--- config.mk ---
export PLATFORM = sky130hd
export DESIGN_NAME = sse_event_stream_parser_core
export DESIGN_NICKNAME = d
export VERILOG_FILES = /design/src/rtl/ssep_pkg.sv /design/src/rtl/ssep_ram.sv /design/src/rtl/ssep_front.sv /design/src/rtl/ssep_fifo.sv /design/src/rtl/ssep_back.sv /design/src/rtl/sse_event_stream_parser_core.sv
export SDC_FILE = /design/constraint.sdc
export NUM_CORES = 1
export LEC_CHECK = 0
export BUFFER_PORTS_ARGS = -buffer_cell sky130_fd_sc_hd__buf_2
export CORE_MARGIN = 1.5
export CORE_UTILIZATION = 45
export CTS_CLUSTER_SIZE = 28
export DETAILED_ROUTE_END_ITERATION = 10
export PLACE_DENSITY = 0.68
export SETUP_SLACK_MARGIN = 0.02
export SYNTH_ARGS = -nofsm -noshare
export SYNTH_HDL_FRONTEND = slang
export SYNTH_HIERARCHICAL = 1
export SYNTH_SLANG_ARGS = --single-unit
--- constraint.sdc ---
create_clock -name clk -period 3.58 [get_ports clk]
set_input_delay 0.358 -clock clk [delete_from_list [all_inputs] [get_ports clk]]
set_output_delay 0.358 -clock clk [all_outputs]
set_load 0.03 [all_outputs]
--- src/rtl/ssep_pkg.sv ---
// Shared types and constants for the event-stream parser.
// Depends on nothing; every other file but ssep_ram imports it.
package ssep_pkg;

  // Event name store.
  localparam int MAX_EVENT_NAME = 32;
  localparam int NAME_AW = (MAX_EVENT_NAME > 1) ? $clog2(MAX_EVENT_NAME) : 1;
  localparam int NAME_LW = $clog2(MAX_EVENT_NAME + 1);

  // Command queue between front and back.
  localparam int QUEUE_DEPTH = 4;
  localparam int QUEUE_AW = $clog2(QUEUE_DEPTH);
  localparam int QUEUE_CW = $clog2(QUEUE_DEPTH + 1);

  localparam logic [7:0] CH_LF    = 8'h0A;
  localparam logic [7:0] CH_CR    = 8'h0D;
  localparam logic [7:0] CH_COLON = 8'h3A;
  localparam logic [7:0] CH_SPACE = 8'h20;

  typedef enum logic [1:0] {
    KIND_DATA = 2'd0,
    KIND_NAME = 2'd1,
    KIND_DISP = 2'd2,
    KIND_DONE = 2'd3
  } kind_t;

  typedef enum logic [2:0] {
    OP_DATA  = 3'd0,  // emit a data byte (newline included)
    OP_NAME  = 3'd1,  // append a byte to the event name
    OP_CLEAR = 3'd2,  // clear event name and cut flag
    OP_DISP  = 3'd3,  // dispatch: name bytes then marker
    OP_DONE  = 3'd4   // flush done marker
  } cmd_op_t;

  typedef struct packed {
    cmd_op_t    op;
    logic [7:0] ch;
    logic       flag;  // flush_dispatched for OP_DONE
    logic       last;
  } cmd_t;

  typedef struct packed {
    logic       req_type;
    logic [7:0] byte_in;
  } req_t;

  typedef struct packed {
    kind_t      kind;
    logic [7:0] byte_out;
    logic       name_truncated;
    logic       flush_dispatched;
    logic       last;
  } evt_t;

endpackage

--- src/rtl/ssep_ram.sv ---
// Generic single-write, single-read RAM with registered read data.
// No dependencies.
module ssep_ram #(
  parameter int WIDTH = 8,
  parameter int DEPTH = 32,
  localparam int AW = (DEPTH > 1) ? $clog2(DEPTH) : 1
) (
  input  logic             clk,
  input  logic             wr_en,
  input  logic [AW-1:0]    wr_addr,
  input  logic [WIDTH-1:0] wr_data,
  input  logic             rd_en,
  input  logic [AW-1:0]    rd_addr,
  output logic [WIDTH-1:0] rd_data
);

  logic [WIDTH-1:0] mem [DEPTH];

  always_ff @(posedge clk) begin
    if (wr_en) begin
      mem[wr_addr] <= wr_data;
    end
    if (rd_en) begin
      rd_data <= mem[rd_addr];
    end
  end

endmodule

--- src/rtl/ssep_front.sv ---
// Front end: accepts input words, tracks line state, issues commands.
// Depends on ssep_pkg; feeds ssep_fifo.
module ssep_front import ssep_pkg::*; (
  input  logic clk,
  input  logic rst,
  input  logic req_valid,
  output logic req_ready,
  input  req_t req,
  input  logic q_full,
  output logic q_push,
  output cmd_t q_push_cmd
);

  typedef enum logic [2:0] {
    PH_START   = 3'd0,
    PH_NAME    = 3'd1,
    PH_VFIRST  = 3'd2,
    PH_VALUE   = 3'd3,
    PH_COMMENT = 3'd4
  } phase_t;

  typedef enum logic [1:0] {
    FLD_NONE  = 2'd0,
    FLD_DATA  = 2'd1,
    FLD_EVENT = 2'd2
  } field_t;

  localparam logic [3:0] M_DATA  = 4'd4;
  localparam logic [3:0] M_EVENT = 4'd9;
  localparam logic [3:0] M_DEAD  = 4'd15;

  typedef struct packed {
    phase_t     phase;
    logic [3:0] match;
    field_t     field;
    logic       cr;
    logic       seen;
    logic       dnon;
  } fst_t;

  typedef struct packed {
    fst_t s;
    logic cv;
    cmd_t cmd;
    logic disp;
  } step_t;

  function automatic cmd_t mk(cmd_op_t op, logic [7:0] ch, logic flag);
    cmd_t c;
    c.op   = op;
    c.ch   = ch;
    c.flag = flag;
    c.last = 1'b0;
    return c;
  endfunction

  function automatic logic [3:0] adv(logic [3:0] m, logic [7:0] c);
    logic [3:0] r;
    r = M_DEAD;
    case (m)
      4'd0: begin
        if (c == "d") r = 4'd1;
        else if (c == "e") r = 4'd5;
      end
      4'd1: if (c == "a") r = 4'd2;
      4'd2: if (c == "t") r = 4'd3;
      4'd3: if (c == "a") r = 4'd4;
      4'd5: if (c == "v") r = 4'd6;
      4'd6: if (c == "e") r = 4'd7;
      4'd7: if (c == "n") r = 4'd8;
      4'd8: if (c == "t") r = 4'd9;
      default: r = M_DEAD;
    endcase
    return r;
  endfunction

  function automatic step_t value_byte(step_t r, logic [7:0] c);
    step_t o;
    o = r;
    if (r.s.field == FLD_DATA) begin
      o.cv     = 1'b1;
      o.cmd    = mk(OP_DATA, c, 1'b0);
      o.s.dnon = 1'b1;
    end else if (r.s.field == FLD_EVENT) begin
      o.cv  = 1'b1;
      o.cmd = mk(OP_NAME, c, 1'b0);
    end
    return o;
  endfunction

  // One ordinary byte of a line.
  function automatic step_t plain(fst_t s, logic [7:0] c);
    step_t r;
    r.s    = s;
    r.cv   = 1'b0;
    r.cmd  = mk(OP_DATA, 8'h00, 1'b0);
    r.disp = 1'b0;
    case (s.phase)
      PH_START: begin
        if (c == CH_COLON) begin
          r.s.phase = PH_COMMENT;
        end else begin
          r.s.phase = PH_NAME;
          r.s.match = adv(4'd0, c);
        end
      end
      PH_NAME: begin
        if (c == CH_COLON) begin
          r.s.seen  = 1'b1;
          r.s.phase = PH_VFIRST;
          if (s.match == M_DATA) begin
            r.s.field = FLD_DATA;
            if (s.dnon) begin
              r.cv  = 1'b1;
              r.cmd = mk(OP_DATA, CH_LF, 1'b0);
            end
          end else if (s.match == M_EVENT) begin
            r.s.field = FLD_EVENT;
            r.cv      = 1'b1;
            r.cmd     = mk(OP_CLEAR, 8'h00, 1'b0);
          end else begin
            r.s.field = FLD_NONE;
          end
        end else begin
          r.s.match = adv(s.match, c);
        end
      end
      PH_VFIRST: begin
        r.s.phase = PH_VALUE;
        if (c != CH_SPACE) r = value_byte(r, c);
      end
      PH_VALUE: r = value_byte(r, c);
      default: ;
    endcase
    return r;
  endfunction

  // End of line; a held CR is dropped.
  function automatic step_t end_line(fst_t s);
    step_t r;
    r.s    = s;
    r.cv   = 1'b0;
    r.cmd  = mk(OP_DATA, 8'h00, 1'b0);
    r.disp = 1'b0;
    case (s.phase)
      PH_START: begin
        if (s.seen) begin
          r.cv     = 1'b1;
          r.cmd    = mk(OP_DISP, 8'h00, 1'b0);
          r.s.dnon = 1'b0;
          r.s.seen = 1'b0;
          r.disp   = 1'b1;
        end
      end
      PH_NAME: begin
        r.s.seen = 1'b1;
        if (s.match == M_DATA) begin
          if (s.dnon) begin
            r.cv  = 1'b1;
            r.cmd = mk(OP_DATA, CH_LF, 1'b0);
          end
        end else if (s.match == M_EVENT) begin
          r.cv  = 1'b1;
          r.cmd = mk(OP_CLEAR, 8'h00, 1'b0);
        end
      end
      default: ;
    endcase
    r.s.phase = PH_START;
    r.s.match = 4'd0;
    r.s.field = FLD_NONE;
    r.s.cr    = 1'b0;
    return r;
  endfunction

  fst_t       st;
  fst_t       st_next;
  cmd_t       cl [3];
  logic [1:0] n;
  cmd_t       pend [2];
  logic [1:0] pend_cnt;
  logic       accept;

  always_comb begin
    step_t      p;
    logic       disp;
    logic       found;
    logic [1:0] lst;
    p       = '0;
    st_next = st;
    n       = 2'd0;
    disp    = 1'b0;
    found   = 1'b0;
    lst     = 2'd0;
    for (int i = 0; i < 3; i++) begin
      cl[i] = mk(OP_DATA, 8'h00, 1'b0);
    end
    if (req.req_type) begin
      if (st_next.phase != PH_START || st_next.cr) begin
        p       = end_line(st_next);
        st_next = p.s;
        disp    = p.disp;
        if (p.cv) begin
          cl[n] = p.cmd;
          n     = n + 2'd1;
        end
      end
      if (st_next.seen) begin
        cl[n]        = mk(OP_DISP, 8'h00, 1'b0);
        n            = n + 2'd1;
        st_next.dnon = 1'b0;
        st_next.seen = 1'b0;
        disp         = 1'b1;
      end
      cl[n] = mk(OP_DONE, 8'h00, disp);
      n     = n + 2'd1;
    end else if (req.byte_in == CH_LF) begin
      p       = end_line(st_next);
      st_next = p.s;
      if (p.cv) begin
        cl[n] = p.cmd;
        n     = n + 2'd1;
      end
    end else begin
      if (st_next.cr) begin
        st_next.cr = 1'b0;
        p          = plain(st_next, CH_CR);
        st_next    = p.s;
        if (p.cv) begin
          cl[n] = p.cmd;
          n     = n + 2'd1;
        end
      end
      if (req.byte_in == CH_CR) begin
        st_next.cr = 1'b1;
      end else begin
        p       = plain(st_next, req.byte_in);
        st_next = p.s;
        if (p.cv) begin
          cl[n] = p.cmd;
          n     = n + 2'd1;
        end
      end
    end
    // last goes on the final command that produces a result word
    for (int i = 0; i < 3; i++) begin
      if (2'(i) < n && (cl[i].op == OP_DATA || cl[i].op == OP_DISP ||
                        cl[i].op == OP_DONE)) begin
        found = 1'b1;
        lst   = 2'(i);
      end
    end
    if (found) cl[lst].last = 1'b1;
  end

  assign req_ready  = (pend_cnt == 2'd0) && !q_full;
  assign accept     = req_valid && req_ready;
  assign q_push     = accept ? (n != 2'd0) : (pend_cnt != 2'd0 && !q_full);
  assign q_push_cmd = accept ? cl[0] : pend[0];

  always_ff @(posedge clk) begin
    if (rst) begin
      st.phase <= PH_START;
      st.match <= 4'd0;
      st.field <= FLD_NONE;
      st.cr    <= 1'b0;
      st.seen  <= 1'b0;
      st.dnon  <= 1'b0;
      pend_cnt <= 2'd0;
    end else if (accept) begin
      st       <= st_next;
      pend_cnt <= (n == 2'd0) ? 2'd0 : n - 2'd1;
    end else if (pend_cnt != 2'd0 && !q_full) begin
      pend_cnt <= pend_cnt - 2'd1;
    end
  end

  always_ff @(posedge clk) begin
    if (accept) begin
      pend[0] <= cl[1];
      pend[1] <= cl[2];
    end else if (pend_cnt != 2'd0 && !q_full) begin
      pend[0] <= pend[1];
    end
  end

endmodule

--- src/rtl/ssep_fifo.sv ---
// Short command queue between front and back end.
// Depends on ssep_pkg.
module ssep_fifo import ssep_pkg::*; (
  input  logic clk,
  input  logic rst,
  input  logic push,
  input  cmd_t push_cmd,
  output logic full,
  input  logic pop,
  output logic empty,
  output cmd_t head
);

  cmd_t                mem [QUEUE_DEPTH];
  logic [QUEUE_AW-1:0] wr_ptr;
  logic [QUEUE_AW-1:0] rd_ptr;
  logic [QUEUE_CW-1:0] count;

  function automatic logic [QUEUE_AW-1:0] inc(logic [QUEUE_AW-1:0] p);
    return (p == QUEUE_AW'(QUEUE_DEPTH - 1)) ? '0 : p + 1'b1;
  endfunction

  assign full  = (count == QUEUE_CW'(QUEUE_DEPTH));
  assign empty = (count == '0);
  assign head  = mem[rd_ptr];

  always_ff @(posedge clk) begin
    if (rst) begin
      wr_ptr <= '0;
      rd_ptr <= '0;
      count  <= '0;
    end else begin
      if (push) wr_ptr <= inc(wr_ptr);
      if (pop) rd_ptr <= inc(rd_ptr);
      if (push && !pop) count <= count + 1'b1;
      else if (pop && !push) count <= count - 1'b1;
    end
  end

  always_ff @(posedge clk) begin
    if (push) mem[wr_ptr] <= push_cmd;
  end

endmodule

--- src/rtl/ssep_back.sv ---
// Back end: executes queued commands, owns the event name store and the
// output register. Depends on ssep_pkg and ssep_ram.
module ssep_back import ssep_pkg::*; (
  input  logic clk,
  input  logic rst,
  input  logic q_empty,
  input  cmd_t q_head,
  output logic q_pop,
  output logic evt_valid,
  input  logic evt_ready,
  output evt_t evt
);

  typedef enum logic [1:0] {
    ST_IDLE = 2'd0,
    ST_NAME = 2'd1,
    ST_MARK = 2'd2
  } state_t;

  state_t             state;
  logic [NAME_LW-1:0] name_len;
  logic               name_cut;
  logic [NAME_AW-1:0] idx;
  logic               disp_last;

  logic               out_free;
  logic               evt_load;
  logic [NAME_LW-1:0] idx_inc;
  logic               more;
  logic               has_room;
  logic               wr_en;
  logic               rd_en;
  logic [NAME_AW-1:0] rd_addr;
  logic [7:0]         rd_data;

  assign out_free = !evt_valid || evt_ready;
  assign q_pop    = (state == ST_IDLE) && !q_empty && out_free;
  assign idx_inc  = NAME_LW'(idx) + 1'b1;
  assign more     = idx_inc < name_len;
  assign has_room = name_len < NAME_LW'(MAX_EVENT_NAME);
  // a new word goes into the output register this cycle
  assign evt_load = (q_pop && (q_head.op == OP_DATA || q_head.op == OP_DONE)) ||
                    (state == ST_NAME && out_free) || (state == ST_MARK && out_free);

  always_comb begin
    wr_en   = q_pop && q_head.op == OP_NAME && has_room;
    rd_en   = 1'b0;
    rd_addr = '0;
    if (q_pop && q_head.op == OP_DISP) begin
      rd_en = 1'b1;
    end else if (state == ST_NAME && out_free && more) begin
      rd_en   = 1'b1;
      rd_addr = idx_inc[NAME_AW-1:0];
    end
  end

  ssep_ram #(
    .WIDTH (8),
    .DEPTH (MAX_EVENT_NAME)
  ) u_name_ram (
    .clk     (clk),
    .wr_en   (wr_en),
    .wr_addr (name_len[NAME_AW-1:0]),
    .wr_data (q_head.ch),
    .rd_en   (rd_en),
    .rd_addr (rd_addr),
    .rd_data (rd_data)
  );

  always_ff @(posedge clk) begin
    if (rst) begin
      state     <= ST_IDLE;
      evt_valid <= 1'b0;
      name_len  <= '0;
      name_cut  <= 1'b0;
    end else begin
      if (evt_ready && !evt_load) evt_valid <= 1'b0;
      case (state)
        ST_IDLE: begin
          if (q_pop) begin
            case (q_head.op)
              OP_DATA: begin
                evt_valid <= 1'b1;
                evt <= '{kind: KIND_DATA, byte_out: q_head.ch, name_truncated: 1'b0,
                         flush_dispatched: 1'b0, last: q_head.last};
              end
              OP_NAME: begin
                if (has_room) name_len <= name_len + 1'b1;
                else name_cut <= 1'b1;
              end
              OP_CLEAR: begin
                name_len <= '0;
                name_cut <= 1'b0;
              end
              OP_DISP: begin
                disp_last <= q_head.last;
                idx       <= '0;
                state     <= (name_len == '0) ? ST_MARK : ST_NAME;
              end
              OP_DONE: begin
                evt_valid <= 1'b1;
                evt <= '{kind: KIND_DONE, byte_out: 8'h00, name_truncated: 1'b0,
                         flush_dispatched: q_head.flag, last: q_head.last};
              end
              default: ;
            endcase
          end
        end
        ST_NAME: begin
          if (out_free) begin
            evt_valid <= 1'b1;
            evt <= '{kind: KIND_NAME, byte_out: rd_data, name_truncated: 1'b0,
                     flush_dispatched: 1'b0, last: 1'b0};
            if (more) idx <= idx_inc[NAME_AW-1:0];
            else state <= ST_MARK;
          end
        end
        ST_MARK: begin
          if (out_free) begin
            evt_valid <= 1'b1;
            evt <= '{kind: KIND_DISP, byte_out: 8'h00, name_truncated: name_cut,
                     flush_dispatched: 1'b0, last: disp_last};
            name_len <= '0;
            name_cut <= 1'b0;
            state    <= ST_IDLE;
          end
        end
        default: state <= ST_IDLE;
      endcase
    end
  end

endmodule

--- src/rtl/sse_event_stream_parser_core.sv ---
// Server-sent-events stream parser, top level.
// Depends on ssep_pkg, ssep_front, ssep_fifo, ssep_back, ssep_ram.
//
// Usage
//   req channel (req_valid/req_ready/req): one word per stream byte, or a
//   flush word (req_type = 1) at end of stream.
//   evt channel (evt_valid/evt_ready/evt): result words - data bytes,
//   event name bytes, dispatch markers and flush-done markers. The final
//   word caused by an input word carries last.
// Timing
//   Data path: a data byte is written to the queue at the edge that accepts
//   it and moves to the output register when the back end pops it; a busy
//   back end or a held output register delays the pop.
//   Throughput: one input word per cycle while the queue has room and each
//   word yields at most one queue command. A byte that releases a held CR
//   yields up to two commands and a flush up to three; the extra ones are
//   pushed from a pending buffer while req_ready is held low. A dispatch
//   occupies the back end while the name is read out (the pop only starts
//   the first RAM read) and sends name length plus one words; the four-entry
//   command queue absorbs input meanwhile and req_ready drops once it fills.
// Reset
//   Synchronous rst returns the line state to line start and empties the
//   queue and output register. The name RAM is not cleared: the name length
//   resets to zero so no stale entry is ever sent.
// Back-pressure
//   A stalled evt holds the output register; the back end stops popping,
//   the queue fills and req_ready then falls. Nothing is dropped.
module sse_event_stream_parser_core import ssep_pkg::*; (
  input  logic clk,
  input  logic rst,
  input  logic req_valid,
  output logic req_ready,
  input  req_t req,
  output logic evt_valid,
  input  logic evt_ready,
  output evt_t evt
);

  // Front to queue
  logic q_push;
  cmd_t q_push_cmd;
  logic q_full;
  // Queue to back
  logic q_pop;
  logic q_empty;
  cmd_t q_head;

  // Front end: line parsing, one command per cycle into the queue while it has room.
  ssep_front u_front (
    .clk        (clk),
    .rst        (rst),
    .req_valid  (req_valid),
    .req_ready  (req_ready),
    .req        (req),
    .q_full     (q_full),
    .q_push     (q_push),
    .q_push_cmd (q_push_cmd)
  );

  // Decoupling queue: lets the front keep parsing while a dispatch drains.
  ssep_fifo u_fifo (
    .clk      (clk),
    .rst      (rst),
    .push     (q_push),
    .push_cmd (q_push_cmd),
    .full     (q_full),
    .pop      (q_pop),
    .empty    (q_empty),
    .head     (q_head)
  );

  // Back end: name store, dispatch sequencing, output register.
  ssep_back u_back (
    .clk       (clk),
    .rst       (rst),
    .q_empty   (q_empty),
    .q_head    (q_head),
    .q_pop     (q_pop),
    .evt_valid (evt_valid),
    .evt_ready (evt_ready),
    .evt       (evt)
  );

`ifndef SYNTH
  // A flush always ends its own output.
  a_done_last: assert property (@(posedge clk) disable iff (rst)
    evt_valid && evt.kind == KIND_DONE |-> evt.last)
    else $error("flush-done word without last");

  // Name bytes are always followed by a dispatch marker.
  a_name_not_last: assert property (@(posedge clk) disable iff (rst)
    evt_valid && evt.kind == KIND_NAME |-> !evt.last)
    else $error("name byte marked last");

  // Input is only taken when the queue can hold its first command.
  a_ready_room: assert property (@(posedge clk) disable iff (rst)
    req_ready |-> !q_full)
    else $error("req_ready with full queue");

  // The queue is never pushed while full.
  a_no_overflow: assert property (@(posedge clk) disable iff (rst)
    q_push |-> !q_full)
    else $error("push into full queue");
`endif

endmodule

Word-level counts from Yosys, hierarchy flattened
Memory sizes are Yosys's and may differ from the RTL's. A register that Yosys moved wholly into a read port is not among the register bits.
Index checks and enable logic that the tools add are counted.
{"block": "totals", "mem_bits_ro": 0, "ramBits": 334, "latchBits": 0, "output_inout_bits": 15, "reg_bits": 50, "wordCells": 358, "n_memories": 3, "inputBits": 13}
{"name": "u_back.u_name_ram.mem", "words": 32, "word_bits": 8, "read_ports": 1, "rd_ports_with_merged_regs": 1, "wr": 1, "line_no": "ssep_ram.sv:17", "text": "logic [WIDTH-1:0] mem [DEPTH];"}
{"name": "u_fifo.mem", "words": 4, "word_bits": 13, "read_ports": 1, "rd_ports_with_merged_regs": 1, "wr": 1, "line_no": "ssep_fifo.sv:14", "text": "cmd_t mem [QUEUE_DEPTH];"}
{"name": "u_front.pend", "words": 2, "word_bits": 13, "read_ports": 2, "rd_ports_with_merged_regs": 0, "wr": 2, "line_no": "ssep_front.sv:180", "text": "cmd_t pend [2];"}
{"block": "classes", "mul": 0, "order_cmp": 13, "div": 0, "bitwise_logic": 9, "n_addsub": 11, "n_mux": 172, "n_shift": 0, "n_reduce_logical": 71, "n_eq_ne": 58}
{"operator": "two-way mux 14 bit", "count": 18}
{"operator": "two-way mux 39 bit", "count": 6}
{"operator": "two-way mux 13 bit", "count": 17}
{"operator": "bitwise mux 39 bit", "count": 3}
{"operator": "demux 13 bit (select 2 bit)", "count": 4}
{"operator": "two-way mux 12 bit", "count": 7}
{"operator": "two-way mux 20 bit", "count": 3}
{"operator": "two-way mux 2 bit", "count": 29}
{"operator": "== test 8 x 7 -> 1 bit, second input constant", "count": 6}
{"operator": "two-way mux 16 bit", "count": 3}
{"operator": "case mux 14 bit (3 select lines)", "count": 1}
{"operator": "two-way mux 4 bit", "count": 10}
{"operator": "case mux 13 bit (3 select lines)", "count": 1}
{"operator": "two-way mux 1 bit", "count": 37}
{"operator": "AND 33 bit", "count": 1}
{"operator": "inverter 33 bit", "count": 1}
{"operator": "case mux 4 bit (8 select lines)", "count": 1}
{"operator": "two-way mux 5 bit", "count": 6}
{"operator": "case mux 14 bit (2 select lines)", "count": 1}
{"operator": "== test 3 x 2 -> 1 bit, second input constant", "count": 9}
{"operator": "two-way mux 26 bit", "count": 1}
{"operator": "case mux 13 bit (2 select lines)", "count": 1}
{"operator": "case mux 6 bit (2 select lines)", "count": 2}
{"operator": "logical AND 1 bit", "count": 22}
{"operator": "54 further kinds", "count": 144}

Longest topological paths before layout
Gate-level depths: netlist of the first run.
{"block": "logic_depth", "word_depth": 37, "ltp_mapped": 17, "mapped_depth_nobuf": 17}

Cells and area by module
The synthesis of the first run kept the hierarchy.
{"module": "ssep_ram", "seq_area_each_um2": 7927.6, "cells_per_inst": 417, "area_per_inst_um2": 10133.5, "instances": 1}
{"module": "ssep_front", "seq_area_each_um2": 760.7, "cells_per_inst": 335, "area_per_inst_um2": 2605.0, "instances": 1}
{"module": "ssep_fifo", "seq_area_each_um2": 1741.7, "cells_per_inst": 111, "area_per_inst_um2": 2322.2, "instances": 1}
{"module": "ssep_back", "seq_area_each_um2": 770.7, "cells_per_inst": 189, "area_per_inst_um2": 1858.0, "instances": 1}

Worst setup path before layout of the first run
OpenSTA, ideal clock, no wires.
{"block": "synth_path", "path_type": "reg-to-reg", "from": "register u_back.idx[0]", "to": "register u_back.u_name_ram.rd_data[0], read port of u_back.u_name_ram.mem (data pin)", "synth_period_minus_slack_ns": 3.927, "path_buffers": 2, "setup_ns": 0.260, "arrival_time_ns": 3.668, "required_ns": 3.320, "path_stages_with_launch": 15, "setup_slack_ns": -0.347, "cell_sequence": "edfxtp_1 -> ha_1 -> nand3_1 -> xor2_1 -> inv_1 -> ha_1 -> and4_1 -> o21ai_1 -> nand4_1 -> nor2b_1 -> clkbuf_1 -> clkbuf_1 -> mux4_2 -> mux4_2 -> mux2_2"}
{"block": "synth_between", "elab_chain_cells": 5, "elab_cells_between_ends": 7, "classes_between": "1 x add/sub; 1 x order compare; 4 x mux; 1 x reduce/logical"}
{"element": "start: declaration", "line_no": "ssep_back.sv:23", "text": "logic [NAME_AW-1:0] idx;"}
{"element": "start signal: assignment", "line_no": "ssep_back.sv:114", "text": "if (more) idx <= idx_inc[NAME_AW-1:0];"}
{"element": "adder 5 x 1 -> 6 bit", "line_no": "ssep_back.sv:38", "text": "assign idx_inc = NAME_LW'(idx) + 1'b1;"}
{"element": "via u_back.idx_inc[4]", "line_no": "ssep_back.sv:28", "text": "logic [NAME_LW-1:0] idx_inc;"}
{"element": "< comparator 6 bit", "line_no": "ssep_back.sv:39", "text": "assign more = idx_inc < name_len;"}
{"element": "logical AND 1 bit", "line_no": "ssep_back.sv:51", "text": "end else if (state == ST_NAME && out_free && more) begin"}
{"element": "two-way mux 5 bit", "line_no": "ssep_back.sv:51"}
{"element": "two-way mux 5 bit", "line_no": "ssep_back.sv:49", "text": "if (q_pop && q_head.op == OP_DISP) begin"}
{"element": "via u_back.rd_addr[2]", "line_no": "ssep_back.sv:33", "text": "logic [NAME_AW-1:0] rd_addr;"}
{"element": "end: declaration", "line_no": "ssep_ram.sv:14", "text": "output logic [WIDTH-1:0] rd_data"}
The timed path passes the listed nets, and every way through them passes these cells.
A chain may end at the register's enable or synchronous reset.

Worst setup path in the final report of the first run
Ends and elaborated chain as after synthesis.

==> flow_summary.toml, run 1 <==
[outcome]
status = "finished with violations"
violations = "negative setup slack"

[timing]
min_period_ps = 3820
final.period_utilization = 1.07
final-setup-viol-count = 8
hold_violations = 0
tightest_slew_ps = 870
rsz0062_at_grt = "yes"
clock_skew_ps = 24.7
fin_ws_ps = -238
slew_violations = 0
slew_headroom = 0.417
max_freq_ghz = 0.262

[worst_setup_path]
critPathLaunch = "u_back/idx[0]"
cp.arrival_ps = 4130
crit_fanout = 6
cp_data_required_time_ps = 3890
start_kind = "register"
critical_path_class = "reg2reg"
r2r_start = "u_back/idx[0]"
cp-end-kind = "register"

[finish]
post-route-util = 0.549
nFillCells = 2836
area_growth_pct = 19.3
final_layout_size_suffix_gt1_frac = 0.310
final_cell_mix = "edfxtp_1 (351), buf_4 (124), nor2_1 (94)"
n_antenna_cell = 0
finalNonFillerCells = 1718
seq_area_um2 = 11200
multi_input_area_um2 = 5500
layout_commonest_cell = "edfxtp_1"
fin_nets = 1256

[min_path]
hold_class = "in2reg"
worstHoldStart = "evt_ready"

[floorplanning]
start_util = 0.460
fp.coreArea_um2 = 36800
rows = 70
fp.dieW_um = 197
die_area_um2 = 38800
die_h_um = 197
pin_count = 28

[yosys]
synth_area_um2 = 16900
synth_seq_cells = 384
ys_seq_area_frac = 0.662
synthFlopType = "edfxtp_1"
syn_inst = 1052
yosys_warnings = 6
async_flop_share = 0
synth_edf_count = 351
syn_avg_cell_area_um2 = 16.1
ys_types = 96
synth_nets = 1091

[clock_network]
cts_tree = "built"
htreeDepth = 2
cts-root-buf = "clkbuf_16"
hold_buffers = 0
cts_buffer_depth = 3
path_clk_slew_ps = 60
clock_latency_ps = 560
cts_buffers = 41
cts_num_sinks = 384

[placement]
portBuffers = 27
finalWeightedCongestion = 0.897
dp.cells = 1635
dp_hpwl_mm = 25.3

[routing]
drtPass1Iterations = 5
drc_errors = 0
via_count = 10100
wl_mm = 38.1
wl_per_cell_um = 22.2
drt_iter0_drc = 951
ant_nets = 0
avgViaCountPerCell = 5.88

[power]
leakage_uw = 0.00676
ir_worst_vdd_mv = 0.311
power.density_nw_per_um2 = 710
p_total_uw = 14300

[grt]
grt_overflow = 0
grt_pass1_vias = 10100
grt_pass1_wl_mm = 59.2
grt_max_degree = 39
antenna_found_initial = 0
track_usage = 0.201

[flow_run]
drv_cap = 0
-- routing by layer --
layer / GRT usage / vias to the layer above / part of all wire
met5: 0 / - / 0
met4: 0.0591 / 0 / 0.026
met3: 0.0388 / 71 / 0.075
met2: 0.333 / 404 / 0.48
met1: 0.271 / 5110 / 0.42
li1: - / 4521 / -
-- synth_stat cells, drive strengths merged, types with 3 or more instances --
| master | count | share of area |
|---|---|---|
| inv | 36 | 0.0080 |
| xor2 | 5 | 0.0026 |
| dfxtp | 33 | 0.039 |
| ha | 25 | 0.018 |
| o31ai | 3 | 0.0016 |
| mux2 | 10 | 0.0069 |
| nor3 | 19 | 0.0059 |
| a22o | 14 | 0.0072 |
| a221oi | 5 | 0.0030 |
| a21oi | 37 | 0.012 |
| clkbuf | 25 | 0.0056 |
| or3 | 8 | 0.0035 |
| a21boi | 3 | 0.0013 |
| nor2 | 96 | 0.021 |
| o21ai | 34 | 0.010 |
| nor4 | 6 | 0.0031 |
| nor2b | 13 | 0.0048 |
| or2 | 3 | 0.0013 |
| nand3 | 18 | 0.0053 |
| nand4 | 5 | 0.0018 |
| and2 | 13 | 0.0048 |
| mux4 | 93 | 0.12 |
| nand2 | 48 | 0.011 |
| nand3b | 10 | 0.0044 |
| o211ai | 7 | 0.0031 |
| a211oi | 4 | 0.0021 |
| edfxtp | 351 | 0.62 |
| mux2i | 10 | 0.0059 |
| a41oi | 4 | 0.0025 |
| o2111ai | 3 | 0.0016 |
| buf | 23 | 0.0087 |
| nor3b | 5 | 0.0025 |
| a31oi | 8 | 0.0030 |
| o21a | 6 | 0.0031 |
| nand2b | 13 | 0.0048 |
| or3b | 7 | 0.0036 |
| and3 | 4 | 0.0015 |
| a22oi | 3 | 0.0013 |
-- registers in the layout (all words and copies together), names as in the netlist, 2 cells and up, named ones only --
signal                     cells
u_back/evt                    13
u_back/idx                     5
u_back/name_len                6
u_back/state                   2
u_back/u_name_ram/mem        256
u_back/u_name_ram/rd_data      8
u_fifo/count                   3
u_fifo/mem                    52
u_fifo/rd_ptr                  2
u_fifo/wr_ptr                  2
u_front/pend                  16
u_front/pend_cnt               2
u_front/st                    12
-- critical path: stages, from the launching register on --
cell and delay (ps):
edfxtp_1 460, ha_4 220, nand3_4 60, xor2_2 170, inv_2 70, ha_4 220, nand2_2 50, o2111a_2 210
nand4_1 180, nor2_4 250, buf_12 180, clkbuf_16 160, mux4_2 530, mux4_2 530, mux2_4 270
-- area by class of cell --
class,count,area share
inverters,37,0.00688
well taps,468,0.0290
repair buffers,170,0.0701
flip-flops and latches,384,0.555
clock buffers,49,0.0533
multi-input cells,583,0.273
clock inverters,27,0.0134
-- stage by stage --
step / setup slack (ps) / area (um^2) / TNS (ps) / hold slack [ps]
after global routing: -357 / 20200 / -2770 / 269
after global placement: -210 / 18600 / -2100 / 483
after detailed placement: -250 / 18600 / -2310 / 488
final: -238 / 20200 / -1710 / 263
after CTS: -207 / 20100 / -1540 / 245
after floorplan: -92.0 / 17100 / -830 / 427
-- timing repair --
item	4_1_cts	5_1_grt
pin swaps	5	7
setup endpoints to repair	8	36
cloned	1	2
resized for setup	9	18
buffers inserted	4	1
-- cells by family after synthesis --
logic type	share of synthesized area
AO/OA/AOI/OAI	0.0680
XOR/XNOR	0.00259
AND/OR/NAND/NOR	0.0879
adder cells (fa/ha/maj)	0.0197
multiplexers	0.137
buffers and inverters	0.0226
flip-flops	0.662
-- where the power goes --
part	internal (uW)	switching, uW	leakage [uW]
clock network	2400	1750	0.000660
logic	1320	2410	0.00263
registers	6280	187	0.00347
-- worst paths after layout --
kind / endpoint / slack, ps / depth (start not counted)
max reg2reg: u_back/u_name_ram/rd_data[0] / -240 / 14
min reg2reg: u_fifo/count[2] / 500 / 2
max: u_back/u_name_ram/rd_data[0] / -240 / 14
min: u_back/evt_valid / 260 / 4
(Power assumes the default switching activity.)
==> run 2: changes to the inputs <==
Settings changed: ABC_AREA set to 1.
==> flow_summary.toml, run 2 <==
[finish]
fin_nets = 1918
largest_reg_flops = 256
area_growth_pct = 13.2
largest_register = "u_back/u_name_ram/mem"
fin_area_um2 = 20300
final_layout_size_suffix_gt1_frac = 0.144
layout_commonest_cell = "nand2_1"
final_cell_mix = "nand2_1 (553), edfxtp_1 (351), nand3_1 (254)"
n_antenna_cell = 0
largestRegisters = "u_back/u_name_ram/mem: 256 flops, u_fifo/mem: 52 flops, u_front/pend: 16 flops"
post-route-util = 0.520
finalNonFillerCells = 2425

[routing]
via_count = 13000
drc_errors = 0
wl_per_cell_um = 17.7
wl_mm = 42.9
drtPass1Iterations = 5
drt_iter0_drc = 1108
ant_nets = 0
avgViaCountPerCell = 5.35

[power]
leakage_uw = 0.00791
power.density_nw_per_um2 = 699
ir_worst_vdd_mv = 0.344
p_total_uw = 14200

[timing]
final.period_utilization = 0.949
slew_headroom = 0.504
hold_violations = 0
rsz0062_at_grt = "yes"
tightest_slew_ps = 738
max_freq_ghz = 0.294
clock_skew_ps = 28.0
min_period_ps = 3400
final-setup-viol-count = 0
slew_violations = 0

[clock_network]
cts_num_sinks = 384
path_clk_slew_ps = 60
htreeDepth = 2
cts-root-buf = "clkbuf_16"
cts_tree = "built"
cts_buffers = 41
cts_buffer_depth = 3
clock_latency_ps = 560
hold_buffers = 0

[yosys]
synthMostInstantiatedCell = "nand2_1"
ys_seq_area_frac = 0.624
netlist.area_leader.share = 0.588
yosys_warnings = 6
synthFlopType = "edfxtp_1"
syn_inst = 1786
ys_types = 56
syn_avg_cell_area_um2 = 10.0
async_flop_share = 0
synth_area_leaders = "edfxtp_1 (59%), nand2_1 (12%), nand3_1 (7.1%), dfxtp_1 (3.7%), nor2_1 (3.0%)"
synth_seq_cells = 384
synth_common_cells = "nand2_1 (557), edfxtp_1 (351), nand3_1 (255)"
synth_top_area_cell = "edfxtp_1"
synth_edf_count = 351
synth_nets = 1825
synth_area_um2 = 17900

[placement]
portBuffers = 27
placed_area_um2 = 19000
dp_hpwl_mm = 28.1
finalWeightedCongestion = 0.944
dp.cells = 2345

[worst_setup_path]
start_kind = "register"
cp_data_required_time_ps = 3890
cp-end-kind = "register"
critical_path_class = "reg2reg"
cp.arrival_ps = 3710
crit_fanout = 20

[grt]
grt_overflow = 0
track_usage = 0.211
grt_pass1_wl_mm = 67.6
grt_max_degree = 69
grt_pass1_vias = 12400
antenna_found_initial = 0

[floorplanning]
die_h_um = 203
rows = 72
pin_count = 28
fp.coreArea_um2 = 39000
die_area_um2 = 41100
start_util = 0.460
fp.dieW_um = 203

[outcome]
status = "completed"

[min_path]
hold_class = "in2reg"

[flow_run]
drv_cap = 0
==> run 2: changes by cell type after synthesis, moves of 14 or more <==
cell	change
nand2_1	+510
nand3_1	+237
mux4_2	-90
inv_1	+76
nor2_1	+49
o21ai_0	+31
buf_6	+23
inv_2	+19
a22o_1	-14
==> run 2: where the power goes <==
| group | switching [uW] | leakage (uW) | internal [uW] |
|---|---|---|---|
| combinational | 2900 | 0.00385 | 1060 |
| clock | 1690 | 0.000586 | 2190 |
| sequential | 202 | 0.00347 | 6150 |
==> run 2: critical path, cell delays in order (launching register included) <==
cell	delay [ps]
edfxtp_1	410
nand3_1	140
xor2_1	280
inv_1	90
ha_1	300
nand2_1	70
inv_1	40
o21bai_1	140
nand3_2	110
nor2_1	120
nand2_2	90
buf_4	170
nor2_4	220
buf_4	160
buf_12	160
nand3_1	90
nand3_1	130
nand2_1	130
nand2_1	90
nand2_1	60
nand2_1	70
nand2_1	50
==> run 2: layout make-up <==
cell class / instances / area, um^2
Inverter: 134 / 518
Clock buffer: 57 / 1120
Fill cell: 3433 / 18700
Timing Repair Buffer: 120 / 942
Tap cell: 518 / 648
Multi-Input combinational cell: 1198 / 5780
Clock inverter: 14 / 90.1
Sequential cell: 384 / 11200
==> run 2: through the flow <==
stage | setup WS [ps] | hold WS, ps | setup TNS (ps)
after global routing | -13.6 | 236 | -14.3
after floorplan | 498 | 430 | 0
after global placement | 165 | 454 | 0
after CTS | 118 | 209 | 0
final | 183 | 231 | 0
after detailed placement | 116 | 456 | 0
==> run 2: repair_timing <==
item,in CTS,in global routing
buffers inserted,0,8
resized for setup,0,13
setup endpoints to repair,0,10
==> run 2: layer usage <==
metal | wire length, um | GRT usage
met5 | 0 | 0
met4 | 1300 | 0.0701
met3 | 2730 | 0.0337
met2 | 20500 | 0.348
met1 | 18400 | 0.284
==> run 2: cells by family (layout without fill, tap and decap cells) <==
family / count (synthesis) / after routing / synth area share
XOR/XNOR: 5 / 5 / 0.00244
AND/OR/NAND/NOR: 1029 / 1029 / 0.251
AO/OA/AOI/OAI: 138 / 138 / 0.0446
buffers and inverters: 204 / 325 / 0.0594
flip-flops: 384 / 384 / 0.624
adder cells (fa/ha/maj): 26 / 26 / 0.0186
==> run 2: worst paths after layout <==
kind	start	end	slack (ps)	cells after the start
worst max-delay path	u_back/idx[0]	u_back/u_name_ram/rd_data[2]	180	21
worst min-delay path	req[6]	u_front/pend[0][8]	230	3
worst max register to register	u_back/idx[0]	u_back/u_name_ram/rd_data[2]	180	21
worst min register to register	u_back/name_cut	u_back/name_cut	470	2
==> run 3: changes to the inputs <==
Settings changed: GPL_TIMING_DRIVEN set to 0.
==> flow_summary.toml, run 3 (synthesis results as in run 2) <==
[grt]
grt_max_degree = 34
grt_overflow = 0
antenna_found_initial = 0
grt_pass1_vias = 12500
track_usage = 0.221
grt_pass1_wl_mm = 69.6

[power]
ir_worst_vdd_mv = 0.414
power_switching_share = 0.337
switchingPower_uw = 5030
leakage_uw = 0.00795
power.internal_uw = 9920
p_clk_frac = 0.272
p_total_uw = 14900
combPwrFrac = 0.305
p_seq_frac = 0.423
power.density_nw_per_um2 = 722

[timing]
final.period_utilization = 0.985
final-setup-viol-count = 0
slew_violations = 0
slew_headroom = 0.301
fin_hold_ws_ps = 159
hold_violations = 0
clock_skew_ps = 25.9
min_period_ps = 3530
tightest_slew_ps = 1040
fin_tns_setup_ps = 0
max_freq_ghz = 0.284
rsz0062_at_grt = "yes"

[finish]
area_growth_pct = 15.5
largestRegisters = "u_back/u_name_ram/mem: 256 flops, u_fifo/mem: 52 flops, u_front/pend: 16 flops"
layout_commonest_cell = "nand2_1"
largest_reg_flops = 256
n_antenna_cell = 0
final_cell_mix = "nand2_1 (548), edfxtp_1 (351), nand3_1 (236)"
final_layout_size_suffix_gt1_frac = 0.161
fin_nets = 1916
largest_register = "u_back/u_name_ram/mem"

[placement]
portBuffers = 27
dp_hpwl_mm = 30.9
finalWeightedCongestion = 0.951

[floorplanning]
start_util = 0.460
fp.dieW_um = 203
die_h_um = 203
die_area_um2 = 41100
rows = 72
pin_count = 28
fp.coreArea_um2 = 39000

[routing]
drt_iter0_drc = 1142
avgViaCountPerCell = 5.40
wl_per_cell_um = 18.7
wl_mm = 45.3
ant_nets = 0
via_count = 13100
drc_errors = 0
drtPass1Iterations = 6

[outcome]
status = "completed"

[worst_setup_path]
critical_path_class = "reg2reg"
cp-end-kind = "register"
cp.arrival_ps = 3700
crit_chain = "buf_2 -> o21ai_0 -> o22ai_1 -> nand3_2 -> nor3_1 -> nand3_1 -> nor2_1"
cp_data_required_time_ps = 3750
crit_fanout = 10
crit_slowest_cell = "nor2_1"
start_kind = "register"
slowest_delay_ps = 770

[clock_network]
cts_tree = "built"
clock_latency_ps = 560
cts_buffers = 40
cts-root-buf = "clkbuf_16"
htreeDepth = 2
cts_num_sinks = 384
path_clk_slew_ps = 50
hold_buffers = 0
cts_buffer_depth = 3

[flow_run]
drv_cap = 0

[min_path]
hold_class = "in2reg"
==> run 3: changes by cell type in the layout (fill, tap and decap cells not counted), sizes merged <==
cell | before | now
buf | 119 | 103
bufinv | 0 | 4
clkinv | 12 | 16
clkbuf | 58 | 66
inv | 134 | 133
==> run 3: timing repair <==
item                       4_1_cts  5_1_grt
setup endpoints to repair        8      318
resized for setup               22       66
cloned                           0        0
pin swaps                        1       16
buffers inserted                 2       11
==> run 3: power groups by stage <==
stage | clock network (uW) | logic [uW] | registers (uW)
global placement | 0 | 3760 | 6490
floorplan | 0 | 2420 | 6540
CTS | 4150 | 4430 | 6320
detailed placement | 0 | 4380 | 6410
global route | 4320 | 4970 | 6360
finish | 4070 | 4560 | 6320
==> run 3: worst paths after layout <==
path / cells after the start / startpoint / to / slack, ps
worst max-delay path: 7 / register / u_back/u_name_ram/mem[27][3] / 50
worst min-delay path: 2 / rst / u_fifo/wr_ptr[0] / 160
worst max register to register: 7 / register / u_back/u_name_ram/mem[27][3] / 50
worst min register to register: 2 / u_back/name_cut / u_back/name_cut / 460
==> run 3: stage by stage <==
step	worst slack (ps)	util	area (um^2)	std cells
2_1_floorplan	498	-	17900	1786
3_3_place_gp	-351	0.480	18700	2331
3_5_place_dp	-410	0.488	19000	2340
4_1_cts	20.8	0.523	20400	2413
5_1_grt	-211	0.531	20700	2424
6_report	53.9	0.531	20700	2424
==> run 3: per-layer routing <==
metal | GRT usage | vias to the layer above | share of wire
met3 | 0.0303 | 94 | 0.072
met4 | 0.0836 | 0 | 0.030
met1 | 0.299 | 6232 | 0.43
li1 | - | 6247 | -
met2 | 0.362 | 528 | 0.47
met5 | 0 | - | 0
==> run 3: area by class of cell <==
type                            instances  area [um^2]
Sequential cell                       384        11200
Multi-Input combinational cell       1198         6030
Inverter                              134          519
Buffer                                 70          593
Fill cell                            3342        18300
Timing Repair Buffer                   49          442
Clock inverter                         21          208
Clock buffer                           50         1060
Tap cell                              518          648
==> run 3: critical path: cells and delay by family (launching register included) <==
| family | cells | cell delay, ps |
|---|---|---|
| buf+inv | 1 | 250 |
| flops | 1 | 420 |
| compound gates | 2 | 420 |
| simple gates | 4 | 2050 |
